[src/hw/rtl/tlfc_pkg.sv]
package tlfc_pkg;

    // Sizes of the lamp map, the driver chains and the flash slots.
    localparam int MAP_DEPTH    = 128;
    localparam int GROUPS       = 3;
    localparam int FLASH1_SLOTS = 3;
    localparam int FLASH2_SLOTS = 2;

    // Register file: three 1 Hz slot pins, then two 2 Hz slot pins.
    localparam int NUM_REGS    = 5;
    localparam int FLASH2_BASE = 3;
    localparam int REG_W       = 3;

    // Pin code layout and flash timing.
    localparam logic [7:0] CODE_INVALID = 8'hFF;
    localparam int         GROUP_SHIFT  = 5;
    localparam logic [6:0] FAST_PERIOD  = 7'd25;
    localparam logic [6:0] SLOW_HALF    = 7'd50;
    localparam logic [6:0] COUNT_LAST   = 7'd99;

    // Request types.
    localparam logic [1:0] REQ_SET  = 2'd0;
    localparam logic [1:0] REQ_TICK = 2'd1;
    localparam logic [1:0] REQ_MAP  = 2'd2;

    // Set commands.
    localparam logic [2:0] CMD_OFF    = 3'd0;
    localparam logic [2:0] CMD_ON     = 3'd1;
    localparam logic [2:0] CMD_FLASH1 = 3'd2;
    localparam logic [2:0] CMD_FLASH2 = 3'd3;

    // Status codes.
    localparam logic [1:0] STATUS_OK          = 2'd0;
    localparam logic [1:0] STATUS_INVALID     = 2'd1;
    localparam logic [1:0] STATUS_UNSUPPORTED = 2'd2;

endpackage

[src/hw/rtl/telltale_led_flash_controller.sv]
// Channel  | Handshake            | Word
// ---------+----------------------+----------------------------------------------
// in       | in_valid / in_ready  | req_type, telltale_id, command, map_code,
//          |                      | normal_mode
// out      | out_valid / out_ready| is_frame, status, group0..2_word
// cfg      | cfg_we               | cfg_index, cfg_data (slot pin registers)
//
// A map write gives no word. A set command goes through map read, check and
// output load, with a scan of the five flash slots before the load for a flash
// command; a normal mode tick steps each flash slot through the shared bit
// update unit, then loads the output.
// Reset marks every map entry invalid through per-entry valid bits; no sweep.
// A waiting output word stalls only the final load; a new word is taken
// while the previous result is still waiting.
module telltale_led_flash_controller
    import tlfc_pkg::*;
(
    input  logic        clk,
    input  logic        rst_n,
    input  logic        in_valid,
    output logic        in_ready,
    input  logic [1:0]  req_type,
    input  logic [6:0]  telltale_id,
    input  logic [2:0]  command,
    input  logic [7:0]  map_code,
    input  logic        normal_mode,
    output logic        out_valid,
    input  logic        out_ready,
    output logic        is_frame,
    output logic [1:0]  status,
    output logic [31:0] group0_word,
    output logic [31:0] group1_word,
    output logic [31:0] group2_word,
    input  logic        cfg_we,
    input  logic [2:0]  cfg_index,
    input  logic [7:0]  cfg_data
);

    localparam int MAP_AW    = (MAP_DEPTH > 1) ? $clog2(MAP_DEPTH) : 1;
    localparam int GRP_W     = (GROUPS > 1) ? $clog2(GROUPS) : 1;
    localparam int NUM_SLOTS = FLASH1_SLOTS + FLASH2_SLOTS;
    localparam int SLOT_W    = $clog2(NUM_SLOTS);

    typedef enum logic [1:0] {
        S_IDLE,
        S_CHECK,
        S_SCAN,
        S_DONE
    } state_t;

    state_t      state_reg;
    logic [7:0]  pin_reg [NUM_REGS];
    logic [31:0] words_reg [GROUPS];
    logic [31:0] words_next [GROUPS];
    logic [MAP_DEPTH-1:0] map_vld_reg;
    logic [7:0]  map_mem [MAP_DEPTH];
    logic [7:0]  rd_data_reg;
    logic        rd_vld_reg;
    logic        id_ok_reg;
    logic [2:0]  cmd_reg;
    logic        scan_tick_reg;
    logic        do_fast_reg;
    logic        do_slow_reg;
    logic        found_reg;
    logic [SLOT_W-1:0] slot_reg;
    logic [NUM_SLOTS-1:0] en_reg;
    logic [NUM_SLOTS-1:0] ph_reg;
    logic [6:0]  tick_count_reg;
    logic [1:0]  res_status_reg;

    logic        out_valid_reg;
    logic        is_frame_reg;
    logic [1:0]  status_reg;
    logic [31:0] out_word_reg [3];

    logic        accept;
    logic [MAP_AW-1:0] map_addr;
    logic        id_ok;
    logic [7:0]  code;
    logic        code_ok;
    logic        slot_fast;
    logic        slot_active;
    logic [7:0]  slot_pin;
    logic        slot_last;
    logic        drv_en;
    logic [7:0]  drv_code;
    logic        drv_on;

    assign in_ready  = (state_reg == S_IDLE);
    assign accept    = in_valid && in_ready;
    assign map_addr  = MAP_AW'(telltale_id);
    assign id_ok     = 9'(telltale_id) < 9'(MAP_DEPTH);

    // Stored pin code for the looked-up telltale, invalid when never mapped.
    assign code    = (id_ok_reg && rd_vld_reg) ? rd_data_reg : CODE_INVALID;
    assign code_ok = (code != CODE_INVALID)
                     && (4'(code[7:GROUP_SHIFT]) < 4'(GROUPS));

    // Slot positions: the 2 Hz slots come first, then the 1 Hz slots.
    function automatic logic [REG_W-1:0] slot_reg_index(input logic [SLOT_W-1:0] p);
        if (p < SLOT_W'(FLASH2_SLOTS))
            return REG_W'(FLASH2_BASE) + REG_W'(p);
        else
            return REG_W'(p) - REG_W'(FLASH2_SLOTS);
    endfunction

    assign slot_fast   = slot_reg < SLOT_W'(FLASH2_SLOTS);
    assign slot_pin    = pin_reg[slot_reg_index(slot_reg)];
    assign slot_active = slot_fast ? do_fast_reg : do_slow_reg;
    assign slot_last   = slot_reg == SLOT_W'(NUM_SLOTS - 1);

    // Shared bit update unit: selects the requester, then sets or clears
    // one bit of one latch word.
    always_comb
    begin
        drv_en   = 1'b0;
        drv_code = code;
        drv_on   = (cmd_reg == CMD_ON);
        if (state_reg == S_CHECK && code_ok
            && (cmd_reg == CMD_OFF || cmd_reg == CMD_ON))
        begin
            drv_en = 1'b1;
        end
        else if (state_reg == S_SCAN && scan_tick_reg && slot_active && en_reg[slot_reg])
        begin
            drv_en   = 1'b1;
            drv_code = slot_pin;
            drv_on   = ph_reg[slot_reg];
        end
    end

    always_comb
    begin
        logic [31:0] mask;
        mask = 32'(1) << drv_code[GROUP_SHIFT-1:0];
        for (int g = 0; g < GROUPS; g++)
        begin
            words_next[g] = words_reg[g];
        end
        if (drv_en && (4'(drv_code[7:GROUP_SHIFT]) < 4'(GROUPS)))
        begin
            if (drv_on)
                words_next[GRP_W'(drv_code[7:GROUP_SHIFT])] =
                    words_reg[GRP_W'(drv_code[7:GROUP_SHIFT])] | mask;
            else
                words_next[GRP_W'(drv_code[7:GROUP_SHIFT])] =
                    words_reg[GRP_W'(drv_code[7:GROUP_SHIFT])] & ~mask;
        end
    end

    // Lamp map memory: written on a map write, read while idle so that the
    // looked-up code holds for the whole command.
    always_ff @(posedge clk)
    begin
        if (accept && req_type == REQ_MAP && id_ok)
            map_mem[map_addr] <= map_code;
        if (state_reg == S_IDLE)
            rd_data_reg <= map_mem[map_addr];
    end

    // Sequencer, flash state, latch words and the output register.
    always_ff @(posedge clk or negedge rst_n)
    begin
        if (!rst_n)
        begin
            state_reg      <= S_IDLE;
            pin_reg[0]     <= 8'd15;
            pin_reg[1]     <= 8'd14;
            pin_reg[2]     <= 8'd13;
            pin_reg[3]     <= 8'd12;
            pin_reg[4]     <= 8'd11;
            for (int g = 0; g < GROUPS; g++)
            begin
                words_reg[g] <= '0;
            end
            map_vld_reg    <= '0;
            rd_vld_reg     <= 1'b0;
            id_ok_reg      <= 1'b0;
            cmd_reg        <= CMD_OFF;
            scan_tick_reg  <= 1'b0;
            do_fast_reg    <= 1'b0;
            do_slow_reg    <= 1'b0;
            found_reg      <= 1'b0;
            slot_reg       <= '0;
            en_reg         <= '0;
            ph_reg         <= '0;
            tick_count_reg <= '0;
            res_status_reg <= STATUS_OK;
            out_valid_reg  <= 1'b0;
            is_frame_reg   <= 1'b0;
            status_reg     <= STATUS_OK;
            for (int k = 0; k < 3; k++)
            begin
                out_word_reg[k] <= '0;
            end
        end
        else
        begin
            for (int g = 0; g < GROUPS; g++)
            begin
                words_reg[g] <= words_next[g];
            end

            if (cfg_we && 4'(cfg_index) < 4'(NUM_REGS))
                pin_reg[REG_W'(cfg_index)] <= cfg_data;

            // The output load in S_DONE handles a word leaving in the same cycle.
            if (out_valid_reg && out_ready && state_reg != S_DONE)
                out_valid_reg <= 1'b0;

            unique case (state_reg)
                S_IDLE:
                begin
                    rd_vld_reg <= map_vld_reg[map_addr];
                    id_ok_reg  <= id_ok;
                    cmd_reg    <= command;
                    slot_reg   <= '0;
                    found_reg  <= 1'b0;
                    if (accept)
                    begin
                        case (req_type)
                            REQ_MAP:
                            begin
                                if (id_ok)
                                    map_vld_reg[map_addr] <= 1'b1;
                            end
                            REQ_SET:
                            begin
                                state_reg <= S_CHECK;
                            end
                            REQ_TICK:
                            begin
                                if (normal_mode)
                                begin
                                    scan_tick_reg <= 1'b1;
                                    do_fast_reg   <= (tick_count_reg == 7'd0)
                                        || (tick_count_reg == FAST_PERIOD)
                                        || (tick_count_reg == 7'(2 * FAST_PERIOD))
                                        || (tick_count_reg == 7'(3 * FAST_PERIOD));
                                    do_slow_reg   <= (tick_count_reg == 7'd0)
                                        || (tick_count_reg == SLOW_HALF);
                                    if (tick_count_reg >= COUNT_LAST)
                                        tick_count_reg <= '0;
                                    else
                                        tick_count_reg <= tick_count_reg + 7'd1;
                                    state_reg <= S_SCAN;
                                end
                            end
                            default:
                            begin
                            end
                        endcase
                    end
                end

                S_CHECK:
                begin
                    scan_tick_reg <= 1'b0;
                    state_reg     <= S_DONE;
                    if (!code_ok)
                        res_status_reg <= STATUS_INVALID;
                    else if (cmd_reg == CMD_OFF || cmd_reg == CMD_ON)
                        res_status_reg <= STATUS_OK;
                    else if (cmd_reg == CMD_FLASH1 || cmd_reg == CMD_FLASH2)
                        state_reg <= S_SCAN;
                    else
                        res_status_reg <= STATUS_UNSUPPORTED;
                end

                S_SCAN:
                begin
                    if (scan_tick_reg)
                    begin
                        // Toggle each enabled slot that is due on this tick.
                        if (slot_active && en_reg[slot_reg])
                            ph_reg[slot_reg] <= !ph_reg[slot_reg];
                    end
                    else
                    begin
                        // Enable the first slot of the asked rate whose pin matches.
                        if (!found_reg && slot_pin == code
                            && (slot_fast == (cmd_reg == CMD_FLASH2)))
                        begin
                            en_reg[slot_reg] <= 1'b1;
                            found_reg        <= 1'b1;
                        end
                    end
                    if (slot_last)
                    begin
                        state_reg <= S_DONE;
                        if (found_reg || (slot_pin == code
                            && (slot_fast == (cmd_reg == CMD_FLASH2))))
                            res_status_reg <= STATUS_OK;
                        else
                            res_status_reg <= STATUS_UNSUPPORTED;
                    end
                    else
                    begin
                        slot_reg <= slot_reg + SLOT_W'(1);
                    end
                end

                S_DONE:
                begin
                    if (!out_valid_reg || out_ready)
                    begin
                        out_valid_reg <= 1'b1;
                        is_frame_reg  <= scan_tick_reg;
                        status_reg    <= scan_tick_reg ? STATUS_OK : res_status_reg;
                        for (int k = 0; k < 3; k++)
                        begin
                            if (k < GROUPS && scan_tick_reg)
                                out_word_reg[k] <= words_reg[GRP_W'(k)];
                            else
                                out_word_reg[k] <= '0;
                        end
                        state_reg <= S_IDLE;
                    end
                end

                default:
                begin
                    state_reg <= S_IDLE;
                end
            endcase
        end
    end

    assign out_valid   = out_valid_reg;
    assign is_frame    = is_frame_reg;
    assign status      = status_reg;
    assign group0_word = out_word_reg[0];
    assign group1_word = out_word_reg[1];
    assign group2_word = out_word_reg[2];

endmodule

[config.mk]
export PLATFORM = sky130hd
export DESIGN_NAME = telltale_led_flash_controller
export DESIGN_NICKNAME = d
export VERILOG_FILES = /design/src/hw/rtl/tlfc_pkg.sv /design/src/hw/rtl/telltale_led_flash_controller.sv
export SDC_FILE = /design/constraint.sdc
export NUM_CORES = 2
export LEC_CHECK = 0
export ABC_AREA = 1
export BUFFER_PORTS_ARGS = -buffer_cell sky130_fd_sc_hd__buf_4
export CAP_MARGIN = 20
export CORE_ASPECT_RATIO = 0.6
export CORE_MARGIN = 2
export CORE_UTILIZATION = 30
export CTS_CLUSTER_SIZE = 8
export DETAILED_ROUTE_END_ITERATION = 7
export HOLD_SLACK_MARGIN = 0.15
export SLEW_MARGIN = 10
export SYNTH_ARGS = -nofsm -noshare
export SYNTH_HDL_FRONTEND = slang
export SYNTH_SLANG_ARGS = --single-unit
[constraint.sdc]
create_clock -name clk -period 8.2 [get_ports clk]
set_clock_uncertainty 0.2 [all_clocks]
set_input_delay 1.64 -clock clk [delete_from_list [all_inputs] [get_ports clk]]
set_output_delay 1.64 -clock clk [all_outputs]
set_load 0.005 [all_outputs]
==> flow_metrics.py <==
metrics = {
    "clock_tree": {
        "insertion_delay_ps": 850,
        "cts_tree": "yes",
        "ctsHoldBuffers": 0,
        "root_buffer": "clkbuf_16",
        "htreeDepth": 4,
        "cts.path.max_buffers": 4,
        "clock_sinks": 1397,
        "post-cts-setup-buffers": 0,
        "numCtsBuffers": 201,
        "path_clk_slew_ps": 60,
        "cts_resized": 0,
    },
    "power_and_ir_drop": {
        "swShare_pct": 28.7,
        "p_comb_share_pct": 15.0,
        "clkPwrFrac_pct": 41.1,
        "switchingPower_mw": 5.33,
        "intPower_mw": 13.3,
        "irDropWorstVdd_mv": 0.160,
        "powerDensity_nw_per_um2": 283,
        "leakagePower_nw": 25.3,
        "power.share.sequential_pct": 43.8,
    },
    "synth": {
        "synth_top_area_share_pct": 54.8,
        "synth_compound_area_share_pct": 7.30,
        "synth-seq-area-share_pct": 71.0,
        "ys_async_sr_fraction_pct": 26.1,
        "synth_area_um2": 56600,
        "avgSynthCellArea_um2": 11.5,
        "yosysWarnings": 0,
        "synth_ff_type": "edfxtp_1",
        "synth_top_family_by_area": "simple AND/OR/NAND/NOR gates",
        "yosys.area.top_type": "edfxtp_1",
        "synth_edf_count": 1032,
        "synth_xor_area_share_pct": 0.0929,
        "yosys.area_share.simple_pct": 16.4,
        "yosys-mux-area-fraction_pct": 0,
        "synth_cell_types": 54,
        "synth_seq_cells": 1397,
        "synth_cells": 4900,
        "synth_area_leaders": "edfxtp_1, dfrtp_1, nand2_1, inv_1, nand3_1",
        "synth_fa_ha_area_share_pct": 0.332,
    },
    "place": {
        "dpl.hpwl_um": 108000,
        "portBuffers": 105,
        "place_congestion": 0.900,
    },
    "grt": {
        "globalRouteMet2Util_pct": 23.1,
        "grt_pass1_wl_um": 258000,
        "antenna_found_initial": 3,
        "gr-usage-met3_pct": 5.82,
        "grt_max_degree": 156,
        "busiest_layer": "met1",
        "grt_pass1_vias": 37364,
        "gr-usage-all-layers_pct": 17.9,
        "overflow": 0,
        "grt_util_met1_pct": 28.4,
    },
    "final_layout": {
        "drive_gt1_share_pct": 10.3,
        "largest_reg_flops": 1024,
        "fillers": 18314,
        "num-nets-final": 5106,
        "syn_to_final_growth_pct": 16.4,
    },
    "worst_setup_path": {
        "arrival_ps": 5650,
        "regToRegStartpoint": "slot_reg[1]",
        "crit_required_ps": 8640,
        "critical_path_class": "flop to flop",
        "reg2reg_slack_ps": 3000,
        "cp_max_fo": 33,
        "end_kind": "flop",
        "critPathCapture": "words_reg[57]",
        "cp-start-kind": "flop",
        "worst-r2r-cell-count": 16,
        "critPathLaunch": "slot_reg[1]",
        "timing.rr.end": "words_reg[57]",
    },
    "sta": {
        "fmax_ghz": 0.192,
        "max_slew.worst_pin.slew_ps": 1180,
        "min_period_over_period_pct": 63.5,
        "slew_violations": 0,
        "final-hold-violation-count": 0,
        "hold_ws_ps": 254,
        "slew-limit-headroom_pct": 20.8,
        "min_period_ps": 5200,
        "grt_setup_unrepaired": "false",
        "setup_tns_ps": 0,
        "setup_violations": 0,
    },
    "detailed_routing": {
        "drt-pass1-iter-count": 6,
        "route.vias.total": 39594,
        "drtAntennaViolNets": 0,
        "drc_errors": 0,
        "drtIter0Drc": 5548,
        "avgRoutedWirePerCell_um": 22.8,
        "avgViaCountPerCell": 5.14,
        "wl_um": 176000,
    },
    "die": {
        "dieHeight_um": 340,
        "dieArea_um2": 192000,
        "coreArea_um2": 187000,
        "die_w_um": 565,
        "ios": 138,
        "num_rows": 123,
        "start_util_pct": 30.2,
    },
    "flow_run": {
        "drv_cap": 0,
    },
    "status": {
        "status": "finished, final reports clean",
    },
    "hold_path": {
        "hold_class": "flop to flop",
    },
}
## per-stage QoR
step                utilization, %  instance area [µm²]  instances  total power, mW  worst slack [ps]
floorplan                        -                56700       4931             10.0              4130
global placement              32.0                60000       7345             11.0              2710
detailed placement            32.0                60000       7345             11.0              2730
CTS                           35.1                65800       7692             18.6              3110
global route                  35.1                65800       7699             19.3              2690
finish                        35.1                65800       7699             18.6              3000
## layout by cell type, fill, tap and decap left out, types with 66 or more instances in the layout
cell type,netlist,final
clkbuf_1,120,136
inv_1,377,376
nor2_1,269,267
o21ai_0,201,201
dfrtp_1,350,350
nand3_1,273,273
o22ai_1,95,95
a22oi_1,127,127
clkbuf_16,0,202
nand2_1,1395,1393
buf_4,40,169
nand4_1,140,140
a21oi_1,67,66
edfxtp_1,1032,1032
## worst max-delay path, cell delays in order, from the launching register on
cell,delay (ps)
dfrtp_1,500
inv_2,240
ha_1,540
inv_1,170
nand2_1,110
nand3_1,130
nor2_2,180
nand2_4,110
nor2_4,330
nand3_1,270
nand2_2,720
nand2_1,250
nor2_4,140
buf_4,430
inv_2,490
nand2_1,170
nand2_1,70
## synthesized netlist by cell type (12+ instances only)
| master | count |
|---|---|
| edfxtp_1 | 1032 |
| a221oi_1 | 64 |
| dfstp_2 | 15 |
| nor2_1 | 269 |
| o2111ai_1 | 18 |
| inv_1 | 377 |
| inv_2 | 14 |
| a22o_1 | 29 |
| buf_1 | 31 |
| or2_2 | 52 |
| dfrtp_1 | 350 |
| nand2_1 | 1395 |
| ha_1 | 15 |
| o21ai_0 | 201 |
| nand4_1 | 140 |
| a21oi_1 | 67 |
| a22oi_1 | 127 |
| buf_4 | 40 |
| nand3_1 | 273 |
| buf_2 | 67 |
| nand2_2 | 12 |
| clkbuf_1 | 120 |
| o22ai_1 | 95 |
## metal layers
metal,wire (µm),up-vias
met3,23900,247
met2,68300,2277
li1,-,17287
met5,0,-
met4,3160,0
met1,80500,19783
## power groups by stage
stage                     Clock [mW]  Sequential, mW  Combinational [mW]
final                           7.65            8.15                2.80
after CTS                       7.75            8.15                2.74
after global placement             0            8.27                2.69
after global routing            8.07            8.19                3.07
after detailed placement           0            8.28                2.73
after floorplan                    0            8.20                1.85
## how the worst min path moves through the flow
stage                                 from          endpoint  slack, ps  depth (start not counted)
after floorplan           map_vld_reg[125]  map_vld_reg[125]        220                          2
after global placement    map_vld_reg[125]  map_vld_reg[125]        240                          2
after detailed placement    map_vld_reg[5]    map_vld_reg[5]        250                          2
after CTS                  map_vld_reg[16]   map_vld_reg[16]        260                          2
after global routing      map_vld_reg[106]  map_vld_reg[106]        260                          2
final                     map_vld_reg[106]  map_vld_reg[106]        250                          2
## kinds of logic after synthesis
logic type,after synthesis
buf+inv,660
flops,1397
other cells,1
xor+xnor,6
compound gates,633
fa+ha+maj,15
simple gates,2188
## cell type report
| cell class | count | area (µm²) | share of cell area [%] |
|---|---|---|---|
| multi-input cells | 2874 | 13800 | 21.0 |
| inverters | 398 | 1520 | 2.31 |
| diodes | 1 | 2.50 | 0.00380 |
| well taps | 2500 | 3130 | 4.75 |
| clock buffers | 340 | 5590 | 8.49 |
| clock inverters | 7 | 144 | 0.219 |
| flip-flops and latches | 1397 | 40100 | 61.0 |
| repair buffers | 182 | 1490 | 2.26 |
No activity file was read; power rests on OpenSTA's default activity.
